<file path="config.mk">
export PLATFORM = sky130hd
export DESIGN_NAME = falu_front
export DESIGN_NICKNAME = d
export VERILOG_FILES = /design/src/rtl/core/falu_pkg.sv /design/src/rtl/core/falu_front.sv
export SDC_FILE = /design/constraint.sdc
export NUM_CORES = 2
export LEC_CHECK = 0
export BUFFER_PORTS_ARGS = -buffer_cell sky130_fd_sc_hd__buf_2
export CORE_ASPECT_RATIO = 0.5
export CORE_MARGIN = 3
export CORE_UTILIZATION = 41
export CTS_CLUSTER_DIAMETER = 50
export CTS_CLUSTER_SIZE = 40
export DETAILED_ROUTE_END_ITERATION = 6
export SLEW_MARGIN = 10
export SYNTH_ARGS = -nofsm -noshare
export SYNTH_HDL_FRONTEND = slang
export SYNTH_SLANG_ARGS = --single-unit
</file>
<file path="constraint.sdc">
create_clock -name clk -period 1.3 [get_ports clk]
set_input_delay 0.325 -clock clk [delete_from_list [all_inputs] [get_ports clk]]
set_output_delay 0.325 -clock clk [all_outputs]
set_load 0.05 [all_outputs]
</file>
<file path="src/rtl/core/falu_pkg.sv">
// Package: shared constants and opcode/status codes for the fixed-point ALU.
`timescale 1ns / 1ps
`default_nettype none
package falu_pkg;
	localparam int FRAC_BITS_DEF  = 8;
	localparam int DATA_WIDTH_DEF = 32;
	localparam int PORT_W         = 32;

	localparam logic [3:0] K_ADD = 4'd0;
	localparam logic [3:0] K_SUB = 4'd1;
	localparam logic [3:0] K_MUL = 4'd2;
	localparam logic [3:0] K_DIV = 4'd3;
	localparam logic [3:0] K_GT  = 4'd4;
	localparam logic [3:0] K_LT  = 4'd5;
	localparam logic [3:0] K_GE  = 4'd6;
	localparam logic [3:0] K_LE  = 4'd7;
	localparam logic [3:0] K_EQ  = 4'd8;
	localparam logic [3:0] K_NE  = 4'd9;
	localparam logic [3:0] K_NOT = 4'd10;
	localparam logic [3:0] K_INC = 4'd11;
	localparam logic [3:0] K_DEC = 4'd12;

	localparam logic [1:0] ST_OK   = 2'd0;
	localparam logic [1:0] ST_OVF  = 2'd1;
	localparam logic [1:0] ST_DIV0 = 2'd2;
endpackage
`default_nettype wire

</file>
<file path="src/rtl/core/falu_front.sv">
// Input stage: simple ops, full product and divider setup.
`timescale 1ns / 1ps
`default_nettype none
module falu_front import falu_pkg::*; #(
	parameter int DW = DATA_WIDTH_DEF,
	parameter int FB = FRAC_BITS_DEF,
	parameter int N  = DW + FB
) (
	input  wire logic                 clk,
	input  wire logic                 arst_n,
	input  wire logic                 en,
	input  wire logic                 vld,
	input  wire logic [3:0]           kind,
	input  wire logic [PORT_W-1:0]    a_in,
	input  wire logic [PORT_W-1:0]    b_in,
	output logic                      vld_s1,
	output logic [3:0]                kind_s1,
	output logic [DW-1:0]             res_s1,
	output logic [1:0]                st_s1,
	output logic signed [2*DW-1:0]    prod_s1,
	output logic [DW-1:0]             rem_s1,
	output logic [N-1:0]              dq_s1,
	output logic [DW-1:0]             dsr_s1,
	output logic                      neg_s1
);
	logic signed [DW-1:0]   sa, sb;
	logic signed [2*DW-1:0] prod;
	logic [DW:0]            sum, dif, inc, dec, arr;
	logic [DW-1:0]          abs_a, abs_b, res;
	logic [1:0]             st;
	logic                   use_arr;

	assign sa   = a_in[DW-1:0];
	assign sb   = b_in[DW-1:0];
	assign prod = sa * sb;
	assign sum  = {sa[DW-1], sa} + {sb[DW-1], sb};
	assign dif  = {sa[DW-1], sa} - {sb[DW-1], sb};
	assign inc  = {sa[DW-1], sa} + (DW+1)'(1);
	assign dec  = {sa[DW-1], sa} - (DW+1)'(1);
	assign abs_a = sa[DW-1] ? (~sa + DW'(1)) : sa;
	assign abs_b = sb[DW-1] ? (~sb + DW'(1)) : sb;

	always_comb begin
		res     = '0;
		st      = ST_OK;
		use_arr = 1'b0;
		arr     = '0;
		case (kind)
			K_ADD: begin use_arr = 1'b1; arr = sum; end
			K_SUB: begin use_arr = 1'b1; arr = dif; end
			K_INC: begin use_arr = 1'b1; arr = inc; end
			K_DEC: begin use_arr = 1'b1; arr = dec; end
			K_DIV: if (sb == '0) st = ST_DIV0;
			K_GT:  res = DW'(sa > sb);
			K_LT:  res = DW'(sa < sb);
			K_GE:  res = DW'(sa >= sb);
			K_LE:  res = DW'(sa <= sb);
			K_EQ:  res = DW'(sa == sb);
			K_NE:  res = DW'(sa != sb);
			K_NOT: res = DW'(sa == '0);
			default: res = '0;
		endcase
		if (use_arr) begin
			if (arr[DW] != arr[DW-1]) st = ST_OVF;
			else res = arr[DW-1:0];
		end
	end

	always_ff @(posedge clk or negedge arst_n) begin
		if (!arst_n) vld_s1 <= 1'b0;
		else if (en) vld_s1 <= vld;
	end

	always_ff @(posedge clk) begin
		if (en) begin
			kind_s1 <= kind;
			res_s1  <= res;
			st_s1   <= st;
			prod_s1 <= prod;
			rem_s1  <= '0;
			dq_s1   <= {abs_a, {FB{1'b0}}};
			dsr_s1  <= abs_b;
			neg_s1  <= sa[DW-1] ^ sb[DW-1];
		end
	end
endmodule
`default_nettype wire

</file>
# Word-level counts from Yosys, hierarchy flattened
# Cells that the tools add are included.
word_totals:
  wordCells: 53
  inputBits: 72
  register_bits: 168
classes:
  n_reduce_logical: 4
  n_mux: 11
  n_addsub: 6
  n_eq_ne: 14
  order_cmp: 4
  n_mul: 1
  n_bitwise: 3
ops:
  columns: ["operator", "n"]
  rows:
  - ["one-hot mux 33 bit (4 select lines)", 1]
  - ["adder 32 x 2 -> 32 bit (second input constant)", 2]
  - ["logical NOT 32 bit", 2]
  - ["multiplier 32 x 32 -> 64 bit", 1]
  - ["two-way mux 32 bit", 2]
  - ["NOT 32 bit", 2]
  - ["two-way mux 31 bit", 2]
  - ["adder 32 x 2 -> 33 bit (second input constant)", 1]
  - ["adder 32 x 32 -> 33 bit", 1]
  - ["subtractor 32 x 2 -> 33 bit (second input constant)", 1]
  - ["subtractor 32 x 32 -> 33 bit", 1]
  - ["== test 32 bit", 1]
  - ["greater-or-equal comparator 32 bit", 1]
  - ["> comparator 32 bit", 1]
  - ["<= comparator 32 bit", 1]
  - ["< comparator 32 bit", 1]
  - ["inequality test 32 bit", 1]
  - ["== test 4 bit (second input constant)", 5]
  - ["== test 4 x 3 -> 1 bit (second input constant)", 4]
  - ["two-way mux 2 bit", 4]
  - ["one-hot mux 1 bit (7 select lines)", 1]
  - ["== test 4 x 1 -> 1 bit (second input constant)", 1]
  - ["== test 4 x 2 -> 1 bit (second input constant)", 1]
  - ["logical NOT 4 bit", 1]
  - ["4 further kinds", 4]

# Logic depth before layout (Yosys ltp)
depth:
  depth_word: 5
  mapped_depth: 30
  mapped_depth_nobuf: 28

# Least setup slack after synthesis
# Ideal clock, no wire load.
synth_timing:
  path_kind: "input-to-reg"
  from: "input a_in[31]"
  to: "register prod_s1[61] (data pin)"
  slack_ns: -6.705
  t_required_ns: 1.037
  arrival_ns: 7.742
  stages: 28
  path_buffers: 3
  setup_ns: 0.263
  cell_sequence: "clkbuf_1 > clkbuf_1 > nand2_1 > inv_1 > fa_1 > inv_1 > fa_1 > fa_1 > inv_1 > fa_1 > inv_1 > fa_1 > inv_1 > fa_1 > fa_1 > inv_1 > fa_1 > inv_1 > ha_1 > clkbuf_1 > nand2_1 > nor2_1 > a21oi_1 > nand2_1 > a31o_2 > a311o_2 > a311oi_1 > xnor2_1"
synth_via:
  elab_chain_len: 1
synth_lines:
  columns: ["element", "line_no", "rtl"]
  rows:
  - ["start, declared", "falu_front.sv:14", "input wire logic [PORT_W-1:0] a_in,"]
  - ["multiplier 32 x 32 -> 64 bit", "falu_front.sv:35", "assign prod = sa * sb;"]
  - ["via prod[61]", "falu_front.sv:27", "logic signed [2*DW-1:0] prod;"]
  - ["end signal, assigned", "falu_front.sv:79", "prod_s1 <= prod;"]
  - ["end, declared", "falu_front.sv:20", "output logic signed [2*DW-1:0] prod_s1,"]
# The timed path passes the listed nets, and every way through them passes these cells.
# A chain may end at the register's enable or synchronous reset.

# Worst setup path in the final report
layout_timing:
  from: "input b_in[7]"
  to: "register prod_s1[50] (data pin)"
layout_via:
  elab_chain_len: 1
layout_lines:
  columns: ["element", "line_no", "rtl"]
  rows:
  - ["start, declared", "falu_front.sv:15", "input wire logic [PORT_W-1:0] b_in,"]
  - ["multiplier 32 x 32 -> 64 bit", "falu_front.sv:35", null]
  - ["via prod[50]", "falu_front.sv:27", null]
# The timed path passes the listed nets, and every way through them passes these cells.

==> run metrics <==
fin crit share=568%; Req. time, crit path=1.59 ns; Sink Count=168; final setup fails=323; share of cells above drive strength 1=26.4%; # IOs=280; FFs w/ async S/R, synth=0.595%; HP Class=input pin to async pin; Core ar.=114000 µm²; most common cell after layout, fill and taps aside=fa_1; CTS tree=done; die area=121000 µm²; Cells after Synth=5002; later-pin clock latency in the skew report=0.53 ns; commonest cells after routing, fill and taps aside=fa_1 (1043), inv_1 (1020), buf_4 (846); Residual DRC=0; CP Max Fanout=7; via count=37700; Max Fclk=0.135 GHz; initial antenna violation count=6; Buf/Inv on CP=7; sequential element share of the synthesized area=10.6%; Synth Register Bits=168; fin. max-slew vios=0; clock transition at the registers of the reported paths=0.10 ns; Final Wtd Congestion=0.914; Netlist Area Pre-Place=47600 µm²; Least-Margin Pin Slew=0.525 ns; area of the multi-input gates=39100 µm²; first-iteration detailed-routing DRC count=2119; dpl hpwl=129000 µm; unrepaired setup endpoints after global routing=yes; r2r setup slk=0.56 ns; CTS buffer count=17; vias in the first global route=40900; DR pass1 iterations=6; EDFF count, synth=167; Total GRT Usage=26.0%; Final WS setup=-6.09 ns; status=finished with violations; Sequential Area=5040 µm²; Clock Skew=0 ns; Max clock buf depth=2; Die Y=247 µm; WL/cell=20.3 µm; Critical-path top delay cell=fa_2; Post-Route WL=152000 µm; Final Non-Filler Cells=7509; Nets=7417; final hold vios=0; pin count of the biggest net entering global routing=51; Final Critical Period=7.39 ns; syn_area_per_cell=9.52 µm²; initial core utilization=41.8%; Vias per Instance=5.02; CP Class=input pin to flop; FP Rows=87; most used cell, CP=fa_1; first-pass GRT wire length=238000 µm; startpoint types=input pin; CTS root buffer=clkbuf_16; Distinct cells, synth=98; delay-heaviest family, CP=adder cells; Die X=488 µm; IO buf count=239; CP arrival=7.68 ns; failing checks=setup timing; Slew HR=64.8%; design area=60900 µm²; CTS H-tree lvls=4; Placed Area=57800 µm²; fill cell count=10100; grt total ovfl=0; placed cells=7405; Yosys Warn Count=0; final antenna-violating net count=0; crit end category=flop; pre-CTS WS=-7.17 ns; setup_tns=-489.95 ns; slowest stage delay, CP=0.59 ns; Layout area overhead=27.9%; ys flop type=edfxtp_1; Max-Cap Viols=0
==> state kept, by name, summed over array words and instances (netlist names) <==
register	flops
dq_s1	32
dsr_s1	32
kind_s1	4
neg_s1	1
prod_s1	64
res_s1	32
st_s1	2
vld_s1	1
==> Yosys cell counts (all sizes together), types with 6 or more instances <==
cell type	count	area share [%]
o41ai	6	0.13
inv	1050	8.3
a22oi	27	0.43
a211oi	14	0.23
nor3	22	0.27
clkbuf	253	2.0
nor2	177	1.4
and3	7	0.095
and2	458	6.0
o21a	17	0.27
nand4	31	0.41
o21ai	103	1.1
o31ai	12	0.20
nand2b	31	0.41
fa	1084	46
and4	7	0.13
o211ai	14	0.22
edfxtp	167	11
a21oi	144	1.5
nor4	11	0.18
xor2	36	0.66
a21boi	6	0.095
or3	12	0.17
a21o	54	0.86
o31a	8	0.15
buf	51	0.77
xnor2	180	3.3
o21bai	18	0.28
nor2b	17	0.22
ha	282	7.4
nand3	35	0.37
nand2	572	4.5
a31oi	15	0.23
or4	9	0.15
==> through the flow <==
step	util, %	hold WS, ns
floorplan	-	0.0294
global placement	50.7	0.0996
detailed placement	50.7	0.101
CTS	52.5	0.0460
global route	53.4	0.0749
finish	53.4	0.0890
==> cell type report <==
type	count	share of cell area (%)
Antenna cell	4	0.0164
Clock buffer	18	0.705
Clock inverter	14	0.306
Inverter	1051	6.50
Multi-Input combinational cell	3516	64.2
Sequential cell	168	8.28
Tap cell	1513	3.11
Timing Repair Buffer	1225	16.9
==> what timing repair did <==
action                     in CTS  in global routing
gates resized for setup       260                177
buffers inserted               31                 37
hold endpoints to repair        4                  0
gates cloned                    4                  1
pin swaps                     117                105
hold buffers                    4                  0
setup endpoints to repair     325                323
==> per-layer routing <==
layer  part of all wire, %  wire (µm)  GRT usage [%]  vias up
met5                     0          0              0        -
met1                    42      64200           34.8    19600
li1                      -          -              -    17000
met4                   3.3       5070           7.73        0
met3                   5.7       8670           4.16      181
met2                    49      74200           43.8      998
==> cells by family (layout without fill, tap and decap cells) <==
logic type | count (synthesis) | in the layout | synth area share [%]
flip-flops | 168 | 168 | 10.6
AND/OR/NAND/NOR | 1408 | 1408 | 14.7
AO/OA/AOI/OAI | 485 | 485 | 6.64
other | 1 | 44 | 0.00787
XOR/XNOR | 216 | 216 | 3.99
adder cells (fa/ha/maj) | 1366 | 1366 | 53.0
buffers and inverters | 1357 | 2308 | 11.1
multiplexers | 1 | 1 | 0.0236
==> worst paths after layout <==
check / from / end / cells past startpoint
max: b_in[7] / prod_s1[50]$_DFFE_PP_ / 27
min in group clk: kind[2] / kind_s1[2]$_DFFE_PP_ / 2
max reg2reg: vld_s1$_DFFE_PN0P_ / vld_s1$_DFFE_PN0P_ / 1
min reg2reg: vld_s1$_DFFE_PN0P_ / vld_s1$_DFFE_PN0P_ / 1
max in group asynchronous: arst_n / vld_s1$_DFFE_PN0P_ / 2
min: arst_n / vld_s1$_DFFE_PN0P_ / 2
Power is left out: the tool's default activity adds up to more than one toggle a clock period on the data nets, which glitch-free logic cannot reach.
