==> config.mk <==
export PLATFORM = sky130hd
export DESIGN_NAME = falu_div_cell
export DESIGN_NICKNAME = d
export VERILOG_FILES = /design/src/rtl/core/falu_pkg.sv /design/src/rtl/core/falu_div_cell.sv
export SDC_FILE = /design/constraint.sdc
export NUM_CORES = 1
export LEC_CHECK = 0
export ABC_AREA = 1
export BUFFER_PORTS_ARGS = -buffer_cell sky130_fd_sc_hd__clkbuf_2
export CAP_MARGIN = 10
export CORE_AREA = 2 2 163 165
export DETAILED_ROUTE_END_ITERATION = 8
export DIE_AREA = 0 0 165 167
export PLACE_DENSITY = 0.64
export SLEW_MARGIN = 20
export SYNTH_ARGS = -nofsm -noshare
export SYNTH_HDL_FRONTEND = slang
export SYNTH_SLANG_ARGS = --single-unit
==> constraint.sdc <==
create_clock -name clk -period 1.9 [get_ports clk]
set_input_delay 0.19 -clock clk [delete_from_list [all_inputs] [get_ports clk]]
set_output_delay 0.19 -clock clk [all_outputs]
set_load 0.05 [all_outputs]
==> src/rtl/core/falu_pkg.sv <==
// Package: shared constants and opcode/status codes for the fixed-point ALU.
`timescale 1ns / 1ps
`default_nettype none
package falu_pkg;
	localparam int FRAC_BITS_DEF  = 8;
	localparam int DATA_WIDTH_DEF = 32;
	localparam int PORT_W         = 32;

	localparam logic [3:0] K_ADD = 4'd0;
	localparam logic [3:0] K_SUB = 4'd1;
	localparam logic [3:0] K_MUL = 4'd2;
	localparam logic [3:0] K_DIV = 4'd3;
	localparam logic [3:0] K_GT  = 4'd4;
	localparam logic [3:0] K_LT  = 4'd5;
	localparam logic [3:0] K_GE  = 4'd6;
	localparam logic [3:0] K_LE  = 4'd7;
	localparam logic [3:0] K_EQ  = 4'd8;
	localparam logic [3:0] K_NE  = 4'd9;
	localparam logic [3:0] K_NOT = 4'd10;
	localparam logic [3:0] K_INC = 4'd11;
	localparam logic [3:0] K_DEC = 4'd12;

	localparam logic [1:0] ST_OK   = 2'd0;
	localparam logic [1:0] ST_OVF  = 2'd1;
	localparam logic [1:0] ST_DIV0 = 2'd2;
endpackage
`default_nettype wire

==> src/rtl/core/falu_div_cell.sv <==
// Divider cell: one restoring quotient bit, passes the rest of the word along.
`timescale 1ns / 1ps
`default_nettype none
module falu_div_cell import falu_pkg::*; #(
	parameter int DW = DATA_WIDTH_DEF,
	parameter int N  = DATA_WIDTH_DEF + FRAC_BITS_DEF
) (
	input  wire logic                 clk,
	input  wire logic                 arst_n,
	input  wire logic                 en,
	input  wire logic                 vld_i,
	input  wire logic [3:0]           kind_i,
	input  wire logic [DW-1:0]        res_i,
	input  wire logic [1:0]           st_i,
	input  wire logic [2*DW-1:0]      prod_i,
	input  wire logic [DW-1:0]        rem_i,
	input  wire logic [N-1:0]         dq_i,
	input  wire logic [DW-1:0]        dsr_i,
	input  wire logic                 neg_i,
	output logic                      vld_q,
	output logic [3:0]                kind_q,
	output logic [DW-1:0]             res_q,
	output logic [1:0]                st_q,
	output logic [2*DW-1:0]           prod_q,
	output logic [DW-1:0]             rem_q,
	output logic [N-1:0]              dq_q,
	output logic [DW-1:0]             dsr_q,
	output logic                      neg_q
);
	logic [DW:0] t, d;
	logic        qb;

	assign t  = {rem_i, dq_i[N-1]};
	assign d  = t - {1'b0, dsr_i};
	assign qb = (t >= {1'b0, dsr_i});

	always_ff @(posedge clk or negedge arst_n) begin
		if (!arst_n) vld_q <= 1'b0;
		else if (en) vld_q <= vld_i;
	end

	always_ff @(posedge clk) begin
		if (en) begin
			kind_q <= kind_i;
			res_q  <= res_i;
			st_q   <= st_i;
			prod_q <= prod_i;
			rem_q  <= qb ? d[DW-1:0] : t[DW-1:0];
			dq_q   <= {dq_i[N-2:0], qb};
			dsr_q  <= dsr_i;
			neg_q  <= neg_i;
		end
	end
endmodule
`default_nettype wire

Word level (Yosys, flattened, before mapping)

Cells that the tools add are included.

Flip-flop bits (word level): 208
Input port bits: 211
Word-level logic and storage cells: 12
Output and inout port bits: 208

Add/subtract/negate cells: 1
Magnitude comparators: 1
Multiplexer cells: 1

Operator list:

| cell           | number |
|---|---|
| $ge 33x32->1   | 1 |
| $mux 32        | 1 |
| $sub 32x32->32 | 1 |

Logic depth before layout (Yosys ltp)

Gate-level depths: netlist (run 1).

Depth in word-level cells: 2
Mapped depth: 16
Mapped depth without buffers: 14

Least setup slack after synthesis (run 1)

OpenSTA, ideal clock, no wires.

Path type: in2reg
From: in dq_i[39]
To: reg rem_q[16] (data pin)
Stages: 13
Buffers on the path: 0
Arrival: 1.552 ns
Data required time: 1.648 ns
Slack: 0.095 ns
Cell sequence: inv_1 ha_1 fa_1 inv_1 nand3_1 nand3_1 nand2_1 nand3_1 nand3_1 nand2_1 nand2_1 nand3_2 nand2_1

Word-level cells in the longest chain between the ends: 2

RTL lines:

| item                                           | line                                     | text |
|---|---|---|
| start: declaration                             | falu_div_cell.sv:17                      | `input wire logic [N-1:0] dq_i,` |
| $sub 32x32->32 or $ge 33x32->1 (tied branches) | falu_div_cell.sv:34, falu_div_cell.sv:35 |  |
| $mux 32 (*)                                    | falu_div_cell.sv:48                      | `rem_q <= qb ? d[DW-1:0] : t[DW-1:0];` |
| end signal: assignment                         | falu_div_cell.sv:48                      |  |
| end: declaration                               | falu_div_cell.sv:25                      | `output logic [DW-1:0] rem_q,` |

Mark *: on every way between the ends. The rest lies on a longest branch, timed or not.
A chain may end at the register's enable or synchronous reset.

Worst setup path in the final report (run 1)

From: in dq_i[39]
To: reg rem_q[26] (data pin)

The elaborated chain is that of the path after synthesis.

==> flow_metrics.env, run 1 <==
export IMPL_status="complete, no violations"
export IMPL_synthCells=856
export IMPL_synth_seq_cells=208
export IMPL_post_cts_resized=0
export IMPL_io_pins=419
export IMPL_via_count=8682
export IMPL_final_common_cell="clkbuf_2"
export IMPL_nets=1829
export IMPL_grt_pass1_wl_mm=48.40
export IMPL_powerDensity_nw_per_um2=901.6
export IMPL_syn_avg_cell_area_sq_um=11.00
export IMPL_initial_core_util_pct=36.54
export IMPL_synthesis_area_sq_um=9413
export IMPL_dr_pass1_iters=5
export IMPL_core_sq_um=25760
export IMPL_ys_warn_count=0
export IMPL_syn_num_nets=1100
export IMPL_finalHoldViolCount=0
export IMPL_die_x_microns=165
export IMPL_synth_cell_types=28
export IMPL_synthToLayoutAreaGrowth_pct=62.41
export IMPL_h_tree_depth=1
export IMPL_start_kind="primary input"
export IMPL_seq_area_frac_synth_pct=66.30
export IMPL_mostFrequentLayoutCells="clkbuf_2, nand2_1, edfxtp_1, dlygate4sd3_1, inv_1"
export IMPL_fin_util_pct=59.34
export IMPL_leakage_nw=7.591
export IMPL_grt_pass1_vias=8885
export IMPL_cts_sinks=208
export IMPL_gr_total_overflow=0
export IMPL_relSlewSlack_pct=68.95
export IMPL_grt_max_degree=48
export IMPL_reg2reg_depth=1
export IMPL_min_period_over_period_pct=89.93
export IMPL_drive_gt1_share_pct=37.06
export IMPL_max_slew_worst_pin_slew_ns=0.4658
export IMPL_critPathRequiredTime_ns=2.17
export IMPL_r2r_start="vld_q"
export IMPL_fin_crit_ns=1.709
export IMPL_numCtsBuffers=22
export IMPL_grt_usage_pct=23.15
export IMPL_dp_slack_ns=-0.2600
export IMPL_final_antenna_net_count=0
export IMPL_clk_latency_ns=0.51
export IMPL_placed_area_sq_um=12780
export IMPL_drv_cap=0
export IMPL_die_area_sq_um=27560
export IMPL_peakVddDrop_mv=0.7037
export IMPL_clock_root_buffer="clkbuf_16"
export IMPL_finalWirelength_mm=32.76
export IMPL_cp_endpoint="rem_q[26]"
export IMPL_finalSetupViolations=0
export IMPL_viasPerCell=4.485
export IMPL_critical_path_class="primary input to register"
export IMPL_setup_worst_path_start="dq_i[39]"
export IMPL_r2r_end="vld_q"
export IMPL_arrival_ns=1.98
export IMPL_rsz0062_at_grt="no"
export IMPL_fp_dieH_microns=167
export IMPL_fin_area_sq_um=15290
export IMPL_clk_pin_slew_worst_paths_ns=0.06
export IMPL_slew_viol_final=0
export IMPL_setup_tns_ns=0
export IMPL_antenna_found_initial=2
export IMPL_crit_path_end_kind="register"
export IMPL_post_drt_wl_per_cell_microns=16.92
export IMPL_drc_errors=0
export IMPL_path_max_fanout=3
export IMPL_tritoncts="done"
export IMPL_finalClockSkew_ns=0
export IMPL_reg2reg_slack_ns=1.15
export IMPL_setup_slack_ns=0.1912
export IMPL_clock_path_buffers=3
export IMPL_hold_class="primary input to register"
export IMPL_port_buffer_count=418
export IMPL_place_hpwl_mm=23.37
export IMPL_place_gp_congestion=0.9341
export IMPL_rows=59
export IMPL_max_freq_mhz=585.2
export IMPL_drt_iter0_drc=488
==> through the flow <==
stage / hold WS (ns) / instances / total power, W
final: 0.01635 / 1936 / 0.01378
after global placement: -0.02981 / 1717 / 0.009207
after floorplan: -0.1056 / 856 / 0.007982
after global routing: 0.007554 / 1936 / 0.01435
after detailed placement: -0.03195 / 1717 / 0.009252
after CTS: 0.00002134 / 1935 / 0.01384
==> cells by family (layout without fill, tap and decap cells) <==
| group | after synthesis | in the layout | synth area share, % |
|---|---|---|---|
| DFF | 208 | 208 | 66.30 |
| and+or+nand+nor | 415 | 415 | 19.53 |
| buffers and inverters | 160 | 904 | 6.899 |
| other | 0 | 1 | 0 |
| adders and majority gates | 33 | 33 | 4.466 |
| xor gates and xnor gates | 14 | 14 | 1.303 |
| AOI/OAI and AO/OA | 25 | 25 | 1.382 |
| muxes | 1 | 1 | 0.1196 |
==> critical path, cell delays in order <==
cell	delay [ns]
clkbuf_2	0.07
inv_1	0.04
ha_1	0.23
fa_1	0.43
inv_1	0.11
buf_4	0.11
nand3_1	0.07
nand3_1	0.22
nand3_1	0.20
nand2_1	0.12
nand2_1	0.06
nand3_1	0.08
nand2_1	0.05
==> report_power, final <==
part	internal, W	switching, W	total (W)
combinational	0.00123	0.00260	0.00383
sequential	0.00554	0.000133	0.00567
clock	0.00249	0.00180	0.00429
total	0.00925	0.00453	0.0138
==> state kept, by name, summed over array words and instances (netlist names) <==
name / flops
dq_q: 40
dsr_q: 32
kind_q: 4
neg_q: 1
prod_q: 64
rem_q: 32
res_q: 32
st_q: 2
vld_q: 1
==> Yosys cell counts, drive strengths merged <==
cell	count	area (sq um)
nand3b	11	82.58
a21o	2	15.01
ha	32	400.4
dfrtp	1	25.02
edfxtp	207	6216
inv	150	563.0
o21ai	2	10.01
and2	8	50.05
mux2	1	11.26
fa	1	20.02
xnor2	1	8.760
nor3	9	60.06
nor2	38	157.7
a21oi	21	105.1
nand4	3	18.77
buf	10	86.33
nand3	67	390.4
xor2	13	113.9
nand2	279	1079
==> area by class of cell <==
class	count	area, sq um
Fill cell	2134	10480
Sequential cell	208	6241
Timing Repair Buffer	715	4828
Multi-Input combinational cell	488	2522
Clock buffer	28	594.3
Inverter	150	563.0
Tap cell	335	419.2
Clock inverter	11	116.4
Antenna cell	1	2.502
==> worst min path at each step <==
stage	startpoint	to	depth (start not counted)
after global routing	rem_i[26]	rem_q[27]	3
after floorplan	arst_n	vld_q	0
after CTS	rem_i[9]	rem_q[10]	3
after detailed placement	arst_n	vld_q	1
after global placement	arst_n	vld_q	1
final	rem_i[9]	rem_q[10]	3
==> per-layer routing <==
metal  global-route usage, %  vias up  wire length [microns]  share of wire [%]
li1                        -     4270                      -                  -
met1                   25.70     4015                  12390                 38
met2                   42.86      327                  16860                 51
met3                   4.458       68                   2142                6.5
met4                   9.225        2                   1347                4.1
met5                       0        -                     13              0.040
==> what timing repair did <==
action                    CTS  global route
hold endpoints to repair  178             0
setup buffers               0             0
hold buffers              179             0
No activity file was read; power rests on OpenSTA's default activity.
==> inputs of run 2 (changes only) <==
--- a/config.mk
+++ b/config.mk
@@ -5,13 +5,12 @@
 export SDC_FILE = /design/constraint.sdc
 export NUM_CORES = 1
 export LEC_CHECK = 0
-export ABC_AREA = 1
 export BUFFER_PORTS_ARGS = -buffer_cell sky130_fd_sc_hd__clkbuf_2
 export CAP_MARGIN = 10
 export CORE_AREA = 2 2 163 165
 export DETAILED_ROUTE_END_ITERATION = 8
 export DIE_AREA = 0 0 165 167
-export PLACE_DENSITY = 0.64
+export PLACE_DENSITY = 0.6
 export SLEW_MARGIN = 20
 export SYNTH_ARGS = -nofsm -noshare
 export SYNTH_HDL_FRONTEND = slang
==> flow_metrics.env, run 2 <==
export IMPL_status="finished, violations left"
export IMPL_violations="negative setup slack"
export IMPL_seq_area_frac_synth_pct=73.75
export IMPL_drc_errors=0
export IMPL_finalClockSkew_ns=0
export IMPL_critical_path_class="primary input to register"
export IMPL_start_kind="primary input"
export IMPL_port_buffer_count=418
export IMPL_place_hpwl_mm=21.17
export IMPL_largest_register_ffs=64
export IMPL_finalWirelength_mm=29.51
export IMPL_max_slew_worst_pin_slew_ns=0.5840
export IMPL_synth_edf_count=207
export IMPL_finalSetupViolations=33
export IMPL_r2r_start="vld_q"
export IMPL_ys_warn_count=0
export IMPL_die_area_sq_um=27560
export IMPL_synth_top_area_cell="edfxtp_1"
export IMPL_drive_gt1_share_pct=47.84
export IMPL_crit_path_end_kind="register"
export IMPL_rows=59
export IMPL_grt_pass1_wl_mm=42.94
export IMPL_synth_common_cells="edfxtp_1, a21oi_1, inv_1, nor2_1, ha_1"
export IMPL_fin_crit_ns=2.439
export IMPL_relSlewSlack_pct=60.88
export IMPL_powerDensity_nw_per_um2=935.5
export IMPL_dp_cells=1394
export IMPL_synth_top_area_share_pct=73.46
export IMPL_fp_dieH_microns=167
export IMPL_async_reset_ff_share_pct=0.4808
export IMPL_clock_path_buffers=3
export IMPL_synthToLayoutAreaGrowth_pct=75.22
export IMPL_final_antenna_net_count=0
export IMPL_synth_seq_cells=208
export IMPL_numCtsBuffers=24
export IMPL_setup_slack_ns=-0.5395
export IMPL_grt_pass1_vias=7596
export IMPL_via_count=7402
export IMPL_slew_viol_final=0
export IMPL_tritoncts="done"
export IMPL_rsz0062_at_grt="yes"
export IMPL_largest_registers="prod_q (64), dq_q (40)"
export IMPL_setup_tns_ns=-15.23
export IMPL_instances_no_fill=1633
export IMPL_ys_flop_type="edfxtp_1"
export IMPL_syn_num_nets=798
export IMPL_setup_worst_path_start="dsr_i[17]"
export IMPL_final_common_cell="clkbuf_2"
export IMPL_leakage_nw=6.652
export IMPL_arrival_ns=2.70
export IMPL_drt_iter0_drc=417
export IMPL_mostFrequentLayoutCells="clkbuf_2, edfxtp_1, dlygate4sd3_1, buf_4, a21oi_1"
export IMPL_synth_area_leaders="edfxtp_1, ha_1, a21oi_1"
export IMPL_antennaDiodeCount=0
export IMPL_fin_area_sq_um=14830
export IMPL_dr_pass1_iters=4
export IMPL_hp_start="rem_i[16]"
export IMPL_placed_area_sq_um=11880
export IMPL_grt_max_degree=50
export IMPL_critPathRequiredTime_ns=2.16
export IMPL_initial_core_util_pct=32.84
export IMPL_synthesis_area_sq_um=8462
export IMPL_nets=1526
export IMPL_hold_class="primary input to register"
export IMPL_h_tree_depth=1
export IMPL_die_x_microns=165
export IMPL_core_sq_um=25760
export IMPL_post_drt_wl_per_cell_microns=18.07
export IMPL_path_max_fanout=5
export IMPL_drv_cap=0
export IMPL_io_pins=419
export IMPL_place_gp_congestion=0.8308
export IMPL_max_freq_mhz=409.9
export IMPL_gr_total_overflow=0
export IMPL_yosys_cell_count_top_type="edfxtp_1"
export IMPL_cts_sinks=208
export IMPL_clock_root_buffer="clkbuf_16"
export IMPL_clk_pin_slew_worst_paths_ns=0.06
export IMPL_synth_cell_types=49
export IMPL_top_register="prod_q"
export IMPL_synthCells=554
export IMPL_min_period_over_period_pct=128.4
export IMPL_antenna_found_initial=1
export IMPL_syn_avg_cell_area_sq_um=15.27
export IMPL_clk_latency_ns=0.51
export IMPL_grt_usage_pct=20.44
export IMPL_peakVddDrop_mv=0.8156
export IMPL_finalHoldViolCount=0
export IMPL_viasPerCell=4.533
[run 2: final timing paths]
check                             to  slack, ns  cells after the start
setup / recovery           rem_q[13]      -0.54                     13
hold / removal             rem_q[17]       0.02                      3
setup reg to reg               vld_q       1.16                      1
hold reg to reg                vld_q       0.52                      1
max in group asynchronous      vld_q       1.25                      3
min in group asynchronous      vld_q       0.54                      3
[run 2: where the power goes]
part	internal [W]	total, W	switching [W]
combinational	0.00134	0.00386	0.00252
clock	0.00252	0.00434	0.00182
sequential	0.00555	0.00567	0.000124
[run 2: worst max-delay path, stage by stage]
cell and delay, ns:
buf_8 0.08, inv_4 0.03, ha_4 0.25, nand4_1 0.15, or4_4 0.58, a21oi_4 0.15, nor3_4 0.07, a211oi_2 0.27
o21ai_2 0.11, o31ai_4 0.18, buf_4 0.18, buf_8 0.14, mux2_4 0.30
[run 2: final cells by class]
type | count | area (sq um)
Fill cell | 2064 | 10940
Sequential cell | 208 | 6241
Timing Repair Buffer | 720 | 5032
Multi-Input combinational cell | 290 | 2235
Clock buffer | 26 | 629.4
Tap cell | 335 | 419.2
Inverter | 38 | 160.2
Clock inverter | 16 | 110.1
[run 2: routing by layer]
metal / up-vias / track usage [%] / part of all wire (%)
li1: 3549 / - / -
met1: 3519 / 23.72 / 39
met2: 277 / 37.14 / 52
met3: 55 / 4.159 / 6.4
met4: 2 / 6.881 / 3.0
met5: - / 0 / 0.044
[run 2: repair_timing]
action,4_1_cts,5_1_grt
hold endpoints to repair,181,0
buffers inserted,9,4
hold buffers,182,0
gates resized for setup,27,36
gates cloned,1,2
pin swaps,13,18
setup endpoints to repair,33,33
[run 2: cell families after synthesis]
group / Yosys count / share of synthesized area, %
xor+xnor: 27 / 2.795
compound gates: 119 / 8.650
fa+ha+maj: 33 / 4.968
buf+inv: 56 / 2.750
simple gates: 99 / 5.501
flops: 208 / 73.75
mux: 12 / 1.582
[run 2: per-stage QoR]
| stage | total power, W | setup slack (ns) | util, % | hold slack [ns] |
|---|---|---|---|---|
| after detailed placement | 0.009163 | -1.299 | 46.10 | -0.02978 |
| after floorplan | 0.007965 | -0.9443 | - | -0.1056 |
| after global placement | 0.009121 | -1.184 | 46.10 | -0.03377 |
| after global routing | 0.01440 | -0.6199 | 57.55 | 0.01184 |
| after CTS | 0.01391 | -0.5702 | 56.86 | 0.009986 |
| final | 0.01387 | -0.5395 | 57.55 | 0.01703 |
==> inputs of run 3 (changes only) <==
==> constraint.sdc (replaced) <==
create_clock -name clk -period 1.9 [get_ports clk]
set_input_delay 0.38 -clock clk [delete_from_list [all_inputs] [get_ports clk]]
set_output_delay 0.38 -clock clk [all_outputs]
set_load 0.05 [all_outputs]
==> flow_metrics.env, run 3 (synthesis gave the netlist of run 2 again) <==
export IMPL_status="finished, violations left"
export IMPL_violations="negative setup slack"
export IMPL_finalClockSkew_ns=0
export IMPL_critical_path_class="primary input to register"
export IMPL_numCtsBuffers=23
export IMPL_top_register="prod_q"
export IMPL_path_max_fanout=4
export IMPL_viasPerCell=4.555
export IMPL_h_tree_depth=1
export IMPL_drc_errors=0
export IMPL_clk_pin_slew_worst_paths_ns=0.06
export IMPL_synthToLayoutAreaGrowth_pct=54.61
export IMPL_place_hpwl_mm=20.94
export IMPL_instances_no_fill=1446
export IMPL_cts_sinks=208
export IMPL_setup_slack_ns=-0.7650
export IMPL_max_freq_mhz=375.2
export IMPL_rows=59
export IMPL_post_drt_wl_per_cell_microns=18.22
export IMPL_powerDensity_nw_per_um2=1038
export IMPL_fin_util_pct=50.78
export IMPL_die_x_microns=165
export IMPL_hold_class="primary input to register"
export IMPL_gr_total_overflow=0
export IMPL_place_gp_congestion=0.8213
export IMPL_clock_path_buffers=3
export IMPL_grt_usage_pct=17.88
export IMPL_nets=1338
export IMPL_antenna_found_initial=3
export IMPL_crit_path_end_kind="register"
export IMPL_p_int_w=0.009300
export IMPL_grt_pass1_wl_mm=37.42
export IMPL_finalPower_w=0.01358
export IMPL_finalWirelength_mm=26.34
export IMPL_die_area_sq_um=27560
export IMPL_grt_max_degree=47
export IMPL_port_buffer_count=418
export IMPL_dp_slack_ns=-1.457
export IMPL_largest_registers="prod_q (64), dq_q (40)"
export IMPL_dp_cells=1395
export IMPL_fin_crit_ns=2.665
export IMPL_start_kind="primary input"
export IMPL_peakVddDrop_mv=0.7372
export IMPL_setup_tns_ns=-22.87
export IMPL_tritoncts="done"
export IMPL_leakage_nw=5.890
export IMPL_p_sw_share_pct=31.52
export IMPL_finalSetupViolations=33
export IMPL_core_sq_um=25760
export IMPL_finalHoldViolCount=0
export IMPL_relSlewSlack_pct=70.04
export IMPL_dr_pass1_iters=6
export IMPL_final_antenna_net_count=0
export IMPL_drv_cap=0
export IMPL_p_switching_w=0.004281
export IMPL_combPwrFrac_pct=26.4
export IMPL_slew_viol_final=0
export IMPL_max_slew_worst_pin_slew_ns=0.4494
export IMPL_critPathRequiredTime_ns=2.15
export IMPL_clock_root_buffer="clkbuf_16"
export IMPL_via_count=6586
export IMPL_initial_core_util_pct=32.84
export IMPL_rsz0062_at_grt="yes"
export IMPL_mostFrequentLayoutCells="clkbuf_2, edfxtp_1, buf_4, a21oi_1, inv_1"
export IMPL_drt_iter0_drc=388
export IMPL_clk_latency_ns=0.49
export IMPL_final_common_cell="clkbuf_2"
export IMPL_fp_dieH_microns=167
export IMPL_arrival_ns=2.91
export IMPL_min_period_over_period_pct=140.3
export IMPL_largest_register_ffs=64
export IMPL_drive_gt1_share_pct=56.72
export IMPL_grt_pass1_vias=6523
export IMPL_pwr_share_clk_pct=32.0
export IMPL_pwr_share_seq_pct=41.6
export IMPL_io_pins=419
-- run 3: cell types whose count changed in the layout (fill, tap and decap cells not counted), sizes merged --
cell	previous run	this run
inv	39	38
dlygate4sd3	182	1
buf	127	125
bufinv	1	3
clkbuf	437	436
clkinv	12	8
diode	0	2
clkinvlp	2	0
-- run 3: path summary, 6_finish.rpt --
kind	start	endpoint	slack, ns	depth (start not counted)
max in group asynchronous	arst_n	vld_q	1.57	2
worst min-delay path	res_i[24]	res_q[24]	0.05	1
worst min register to register	vld_q	vld_q	0.52	1
min in group asynchronous	arst_n	vld_q	0.24	2
worst max register to register	vld_q	vld_q	1.15	1
worst max-delay path	rem_i[15]	rem_q[7]	-0.76	12
-- run 3: routing by layer --
metal | routed length, microns | track usage [%]
met5 | 12 | 0
met2 | 13530 | 31.11
met1 | 9980 | 21.38
met3 | 2186 | 4.857
met4 | 634 | 5.595
-- run 3: timing repair --
action                                 4_1_cts  5_1_grt
pin swaps                                    2        4
gates cloned                                 0        3
hold buffers                                 1        0
gates resized for setup                     14       77
setup buffers                                1        4
setup endpoints to repair                   33       33
endpoints found under the hold margin        1        0
-- run 3: layout make-up --
| cell class | instances | area [sq um] |
|---|---|---|
| clock inverters | 11 | 130.1 |
| flip-flops and latches | 208 | 6241 |
| diodes | 2 | 5.005 |
| repair buffers | 533 | 3233 |
| inverters | 38 | 160.2 |
| clock buffers | 29 | 598.1 |
| well taps | 335 | 419.2 |
| multi-input cells | 290 | 2296 |
| fillers | 2287 | 12680 |
-- run 3: worst max-delay path: stages --
cell and delay (ns):
buf_4 0.13, ha_4 0.26, nand4_1 0.16, or4_1 0.52, a21oi_2 0.17, nor3_4 0.08
a211oi_2 0.27, o21ai_2 0.11, o31ai_4 0.20, buf_6 0.15, clkbuf_16 0.15, mux2_2 0.32
-- run 3: power by group through the flow --
stage / Combinational, W / Sequential [W] / Clock, W
after floorplan: 0.000726 / 0.00724 / 0
after global placement: 0.00338 / 0.00574 / 0
after detailed placement: 0.00341 / 0.00575 / 0
after CTS: 0.00345 / 0.00566 / 0.00446
after global routing: 0.00378 / 0.00570 / 0.00464
final: 0.00359 / 0.00565 / 0.00434
-- run 3: through the flow --
step / cell area (sq um) / hold slack, ns
6_report: 13080 / 0.05422
2_1_floorplan: 8645 / 0.08441
4_1_cts: 12700 / 0.02995
3_5_place_dp: 11880 / 0.1565
5_1_grt: 13080 / 0.02812
3_3_place_gp: 11880 / 0.1559
